**src/rtl/core/pip_pkg.sv**
```systemverilog
`timescale 1ns / 1ps

package pip_pkg;

   // operation codes of an input word
   localparam logic [1:0] OP_CLEAR = 2'd0;
   localparam logic [1:0] OP_LOAD  = 2'd1;
   localparam logic [1:0] OP_QUERY = 2'd2;

   // register index of fill_enabled within the csr word address
   localparam logic REG_FILL_ENABLED = 1'b0;

   // integer bits of a coordinate (sign included) and the box reset bound
   localparam int INT_BITS    = 10;
   localparam int BOX_DEGREES = 500;

   // edge unit handshake
   typedef struct packed {
      logic start;
   } edge_ctl_type;

   typedef struct packed {
      logic done;
      logic crosses;
   } edge_sts_type;

endpackage

```
**src/rtl/core/pip_edge_unit.sv**
```systemverilog
`timescale 1ns / 1ps

module pip_edge_unit #(
   parameter int COORD_BITS = 32
) (
   input  logic                         clock,
   input  logic                         reset,
   input  pip_pkg::edge_ctl_type        ctl,
   input  logic signed [COORD_BITS-1:0] x,
   input  logic signed [COORD_BITS-1:0] y,
   input  logic signed [COORD_BITS-1:0] ax,
   input  logic signed [COORD_BITS-1:0] ay,
   input  logic signed [COORD_BITS-1:0] bx,
   input  logic signed [COORD_BITS-1:0] by,
   output pip_pkg::edge_sts_type        sts
);
   import pip_pkg::*;

   localparam int MW = COORD_BITS + 1;
   localparam int PW = 2 * MW;
   localparam int AW = PW + 1;

   localparam logic [2:0] STEP_LAST_MUL = 3'd5;
   localparam logic [2:0] STEP_EVAL     = 3'd7;

   logic signed [COORD_BITS-1:0] x_ff, y_ff, ax_ff, ay_ff;
   logic signed [MW-1:0]         dx_ff, dy_ff;
   logic [2:0]                   step_ff, step_in;
   logic                         run_ff, run_in;
   logic signed [PW-1:0]         prod_ff, prod_in;
   logic signed [AW-1:0]         n_ff, n_in, d_ff, d_in, t_ff, t_in;
   edge_sts_type                 sts_ff, sts_in;

   logic signed [MW-1:0] op_a, op_b;
   logic signed [AW-1:0] prod_ext;

   // true when v / dd lies strictly between 0 and 1
   function automatic logic strictly_inside(input logic signed [AW-1:0] v,
                                            input logic signed [AW-1:0] dd);
      logic r;
      r = 1'b0;
      if (dd > 0) begin
         r = (v > 0) && (v < dd);
      end else if (dd < 0) begin
         r = (v < 0) && (dd < v);
      end
      return r;
   endfunction

   // operand selection for the shared multiplier
   always_comb begin
      op_a = '0;
      op_b = '0;
      case (step_ff)
         3'd0: begin op_a = MW'(ay_ff); op_b = MW'(x_ff);  end
         3'd1: begin op_a = MW'(ax_ff); op_b = MW'(y_ff);  end
         3'd2: begin op_a = MW'(y_ff);  op_b = dx_ff;      end
         3'd3: begin op_a = MW'(x_ff);  op_b = dy_ff;      end
         3'd4: begin op_a = MW'(ay_ff); op_b = dx_ff;      end
         3'd5: begin op_a = MW'(ax_ff); op_b = dy_ff;      end
         default: begin op_a = '0; op_b = '0; end
      endcase
   end

   assign prod_ext = AW'(prod_ff);

   // sequencer, product register and accumulation
   always_comb begin
      step_in = step_ff;
      run_in  = run_ff;
      prod_in = prod_ff;
      n_in    = n_ff;
      d_in    = d_ff;
      t_in    = t_ff;
      sts_in  = '0;
      if (run_ff) begin
         if (step_ff <= STEP_LAST_MUL) begin
            prod_in = op_a * op_b;
         end
         case (step_ff)
            3'd1: n_in = prod_ext;
            3'd2: n_in = n_ff - prod_ext;
            3'd3: d_in = prod_ext;
            3'd4: d_in = d_ff - prod_ext;
            3'd5: t_in = prod_ext;
            3'd6: t_in = t_ff - prod_ext;
            default: ;
         endcase
         if (step_ff == STEP_EVAL) begin
            run_in         = 1'b0;
            sts_in.done    = 1'b1;
            sts_in.crosses = strictly_inside(n_ff, d_ff) && strictly_inside(t_ff, d_ff);
         end else begin
            step_in = step_ff + 3'd1;
         end
      end else if (ctl.start) begin
         run_in  = 1'b1;
         step_in = '0;
      end
   end

   always_ff @(posedge clock) begin
      if (reset) begin
         run_ff  <= 1'b0;
         step_ff <= '0;
         sts_ff  <= '0;
      end else begin
         run_ff  <= run_in;
         step_ff <= step_in;
         sts_ff  <= sts_in;
      end
   end

   // operand capture and arithmetic registers
   always_ff @(posedge clock) begin
      if (!run_ff && ctl.start) begin
         x_ff  <= x;
         y_ff  <= y;
         ax_ff <= ax;
         ay_ff <= ay;
         dx_ff <= MW'(bx) - MW'(ax);
         dy_ff <= MW'(by) - MW'(ay);
      end
      prod_ff <= prod_in;
      n_ff    <= n_in;
      d_ff    <= d_in;
      t_ff    <= t_in;
   end

   assign sts = sts_ff;

endmodule

```
**config.mk**
```make
export PLATFORM = sky130hd
export DESIGN_NAME = pip_edge_unit
export DESIGN_NICKNAME = d
export VERILOG_FILES = /design/src/rtl/core/pip_pkg.sv /design/src/rtl/core/pip_edge_unit.sv
export SDC_FILE = /design/constraint.sdc
export NUM_CORES = 2
export LEC_CHECK = 0
export BUFFER_PORTS_ARGS = -buffer_cell sky130_fd_sc_hd__buf_2
export CORE_AREA = 4 4 432 434
export DETAILED_ROUTE_END_ITERATION = 6
export DIE_AREA = 0 0 436 438
export PLACE_DENSITY = 0.59
export SLEW_MARGIN = 5
export SYNTH_ARGS = -nofsm -noshare
export SYNTH_HDL_FRONTEND = slang
export SYNTH_SLANG_ARGS = --single-unit
```
**constraint.sdc**
```tcl
create_clock -name clock -period 13.44 [get_ports clock]
set_input_delay 1.344 -clock clock [delete_from_list [all_inputs] [get_ports clock]]
set_output_delay 1.344 -clock clock [all_outputs]
set_load 0.005 [all_outputs]
```
; Yosys cells after proc, flatten, opt, wreduce, memory -nomap -nowiden
; Cells that the tools add are included.
[totals]
reg_bits = 467
in_bits = 195
out_inout_bits = 2
wordCells = 85
[classes]
n_reduce_logical = 23
multipliers = 1
eq_ne = 8
add_sub_neg = 6
bitwise_logic = 2
magnitude_cmp = 11
muxes = 20
[ops]
columns = cell, n
row1 = one-hot mux 67 bit (2 select lines), 3
row2 = < comparator 67 bit, 4
row3 = one-hot mux 33 bit (4 select lines), 2
row4 = "> comparator 67 x 1 -> 1 bit, second input constant", 3
row5 = "< comparator 67 x 1 -> 1 bit, second input constant", 3
row6 = subtractor 67 x 66 -> 67 bit, 3
row7 = multiplier 33 x 33 -> 66 bit, 1
row8 = subtractor 32 x 32 -> 33 bit, 2
row9 = "== test 3 bit, second input constant", 4
row10 = 2-to-1 mux 1 bit, 11
row11 = AND reduction 2 bit, 5
row12 = OR reduction 2 bit, 5
row13 = 2-to-1 mux 3 bit, 3
row14 = nonzero test 2 bit, 4
row15 = "== test 3 x 2 -> 1 bit, second input constant", 2
row16 = logical AND 1 bit, 6
row17 = "adder 3 x 1 -> 3 bit, second input constant", 1
row18 = "== test 3 x 1 -> 1 bit, second input constant", 1
row19 = "<= comparator 3 bit, second input constant", 1
row20 = logical NOT 3 bit, 1
row21 = OR reduction 3 bit, 1
row22 = 2-to-1 mux 2 bit, 1
row23 = "!= test 2 bit, second input constant", 1
row24 = NOT 1 bit, 2
row25 = logical NOT 1 bit, 1

; Logic depth before layout (Yosys ltp)
[depth]
ltp_word = 8
ltp_mapped = 40
mapped_depth_nobuf = 36

; Least setup slack after synthesis
; No wires, ideal clock.
[synth_path]
kind = input -> register
start = input ctl
end = register ax_ff[0], enable pin
n_path_buf = 0
stages = 1
required_ns = 12.666
setup_slack_ns = 2.955
t_arrival_ns = 9.711
setup_time_ns = 0.774
path_cell_list = nor2b_1
[synth_via]
elab_chain_len = 1
[synth_lines]
columns = item, line
row1 = from (decl), pip_edge_unit.sv:8  ; input pip_pkg::edge_ctl_type ctl,
row2 = logical AND 1 bit, pip_edge_unit.sv:116  ; if (!run_ff && ctl.start) begin
row3 = to (signal assigned), pip_edge_unit.sv:119  ; ax_ff <= ax;
row4 = to (decl), pip_edge_unit.sv:26  ; logic signed [COORD_BITS-1:0] x_ff, y_ff, ax_ff, ay_ff;
; Every way passes these cells.
; A chain may end at the register's enable or synchronous reset.

; Final worst setup path
[layout_path]
start = register step_ff[2]
end = register prod_ff[62] (data pin)
[layout_via]
elab_chain_len = 4
elab_cells_between_ends = 13
classes_between = mul (1) / eq/ne (5) / mux (2) / reduce/logical (5)
[layout_lines]
columns = item, line
row1 = from (decl), pip_edge_unit.sv:28  ; logic [2:0] step_ff, step_in;
row2 = from (signal assigned), pip_edge_unit.sv:109  ; step_ff <= step_in;
row3 = == test 3 bit (tied with other cells), pip_edge_unit.sv:54  ; case (step_ff)
row4 = OR reduction 2 bit (no source line), -
row5 = one-hot mux 33 bit (4 select lines), pip_edge_unit.sv:54
row6 = multiplier 33 x 33 -> 66 bit *, pip_edge_unit.sv:78  ; prod_in = op_a * op_b;
row7 = to (signal assigned), pip_edge_unit.sv:124  ; prod_ff <= prod_in;
row8 = to (decl), pip_edge_unit.sv:30  ; logic signed [PW-1:0] prod_ff, prod_in;
; Mark *: on every way between the ends. The rest lies on a longest branch, timed or not.

==> metrics.cfg <==
[yosys]
synthSimpleGateAreaFrac_pct = 13.60
synth-seq-cells = 467
synthAdderAreaFrac_pct = 41.56
avgSynthCellArea_um2 = 9.098
yosys-top-cells-count = 1,432 x inv_1, 1,139 x nand2_1, 1,127 x fa_1, 619 x ha_1, 606 x nor2_1
muxShareOfSynthArea_pct = 0.07550
yosysTopAreaCell = fa_1
synth_most_common_cell = inv_1
synthFlopType = edfxtp_1
syn_inst = 8015
yosysTopAreaCellShare_pct = 30.94
synth-edff-count = 461
async_reset_ff_share_pct = 0
synth_xor_area_share_pct = 3.639
synth_fp_nets = 9956
synth_top_family_by_area = adder cells
synthTopCellsByArea = fa_1 31%, edfxtp_1 19%, ha_1 11%
synth_compound_area_share_pct = 12.85
ys_types = 99
synth_seq_area_share_pct = 19.15
netlist_area_um2 = 72920
ys.warnings.count = 0

[worst_hold_path]
hp-class = reg2reg
min_path_cells = 2
whs_endpoint = step_ff[1]$_SDFFE_PP0P_
min-delay-start = step_ff[1]$_SDFFE_PP0P_

[cts]
numCtsBuffers = 58
hold_buffers = 0
cts_tree = built
ctsRootBufferMaster = clkbuf_16
postCtsResizedCells = 0
clk_latency_ns = 0.73
cts_max_level = 2
cts.clk_slew.worst_paths_ns = 0.07
clock_path_buffers = 3
cts.sinks = 467
postCtsSetupRepairBufs = 0

[worst_setup_path]
crit_family = adder cells
rrSetupSlack_ns = 1.74
crit_path_max_fanout = 34
critPathCaptureType = flip-flop
cpMostUsedCell = fa_1
critPathBufInv = 6
r2r-end = prod_ff[62]$_DFFE_PP_
worst-setup-path-type = reg2reg
rr_worst_depth = 32
cp.arrival_ns = 12.16
timing.rr.start = step_ff[2]$_SDFFE_PP0P_
required_ns = 13.90
max_stage_delay_ns = 0.82
start_kind = flip-flop
cp_slowest_cell = a222oi_1

[global_route]
use_met3_pct = 5.919
grt.total_usage_pct = 26.63
grt_remaining_overflow = 0
grt_max_degree = 195
use_met2_pct = 41.10
grt_first_pass_wirelength_um = 384800
grt_pass1_vias = 60906
met1_usage_pct = 35.94
antenna_found_initial = 5
top_usage_layer = met2

[place]
port_buffers = 196
place_area_um2 = 76420
hpwl_um = 205700
gp_congestion = 0.9934

[sta]
tns_ns = 0
max_slew_margin_pct = 7.868
fin_crit_sh_pct = 87.06
fin_skew_ns = 0.09829
rsz0062_at_grt = no
tightest_slew_ns = 1.379
hold_viol = 0
fmax_mhz = 85.46
finalCriticalPeriod_ns = 11.70
slew_violations = 0
setup_viol = 0

[job]
max_cap_violations = 0

[finish]
final_nets = 9965
fillCellCount = 17935
areaGrowthSynthToFinish_pct = 7.399
utilization_pct = 42.87
layout-drive-gt1-share_pct = 5.637
fin_area_um2 = 78310

[drt]
first_pass_iters = 7
drtIter0Drc = 5559
wl_per_cell_um = 24.49
vias_per_cell = 5.612
vias = 58725
route.detailed.drc = 0
postRouteAntennaNets = 0
wl_um = 256300

[floorplanning]
floorplan.die_area_um2 = 191000
row_count = 157
core_area_um2 = 182700
io_pins = 197
die_w_um = 436
fp.dieH_um = 438
start_util_pct = 39.91

[status]
status = complete, no violations

[layout by cell type (no fill, tap or decap), drive strengths merged, types with 34 or more instances in the layout]
cell type,netlist,routed
clkbuf,307,66
ha,619,619
buf,29,285
a21oi,387,387
xnor2,195,195
o21bai,62,62
a21o,222,222
o21ai,377,377
o21a,53,53
inv,1432,1436
nand2b,57,57
nor3,54,54
a31oi,37,37
nand3,73,73
nor4,59,59
nor2b,63,63
edfxtp,461,461
a211oi,34,34
and2,71,71
nand2,1139,1139
a222oi,62,62
nor2,607,607
xor2,108,108
fa,1127,1127
nand4,101,101
[through the flow]
| stage | worst slack (ns) | hold WS, ns | std cells |
|---|---|---|---|
| 3_5_place_dp | 1.908 | 0.5789 | 10349 |
| 2_1_floorplan | 2.955 | 0.4985 | 8015 |
| 5_1_grt | 1.155 | 0.6164 | 10464 |
| 4_1_cts | 1.929 | 0.5870 | 10456 |
| 6_report | 1.739 | 0.5765 | 10464 |
| 3_3_place_gp | 2.118 | 0.5527 | 10349 |
[layer usage]
metal	part of all wire (%)	up-vias	wire [um]
met4	5.4	4	13850
met3	9.7	558	24960
met1	42	29187	106800
met2	43	2870	110700
li1	-	26106	-
met5	0.013	-	34
[registers in the layout, summed over array words and instances (netlist names)]
name / flops
ay_ff: 32
dx_ff: 33
run_ff: 1
y_ff: 32
step_ff: 3
ax_ff: 32
d_ff: 67
t_ff: 67
n_ff: 67
prod_ff: 66
dy_ff: 33
sts: 2
x_ff: 32
[worst max-delay path by stage]
stage	cells past startpoint	startpoint	end
4_1_cts	32	step_ff[2]$_SDFFE_PP0P_	prod_ff[62]$_DFFE_PP_
6_report	32	step_ff[2]$_SDFFE_PP0P_	prod_ff[62]$_DFFE_PP_
3_5_place_dp	32	step_ff[2]$_SDFFE_PP0P_	prod_ff[62]$_DFFE_PP_
5_1_grt	32	step_ff[2]$_SDFFE_PP0P_	prod_ff[58]$_DFFE_PP_
2_1_floorplan	1	ctl	ax_ff[0]$_DFFE_PP_
3_3_place_gp	33	step_ff[0]$_SDFFE_PP0P_	prod_ff[62]$_DFFE_PP_
[cell type report]
class | count | area, um2 | share of cell area [%]
antenna | 8 | 20.02 | 0.02556
clock buffer | 66 | 1481 | 1.892
clock inverter | 41 | 390.4 | 0.4985
inverter | 1432 | 5375 | 6.864
multi-input combinational | 5780 | 52440 | 66.96
sequential | 467 | 13960 | 17.83
tap | 2385 | 2984 | 3.811
timing repair buffer | 285 | 1662 | 2.122
[cells by family after synthesis]
group                      Yosys count
adders and majority gates         1746
xor gates and xnor gates           303
and+or+nand+nor                   2298
muxes                                5
AOI/OAI and AO/OA                 1428
buffers and inverters             1768
DFF                                467
[worst register-to-register path, delay by kind of cell, from the launching register on]
family,cells,cell delay (ns)
fa+ha+maj,9,4.46
compound gates,8,2.81
simple gates,8,2.79
flops,1,0.73
buf+inv,6,0.56
xor+xnor,1,0.11
Power is left out: the tool's default activity adds up to more than one toggle a clock period on the data nets, which glitch-free logic cannot reach.
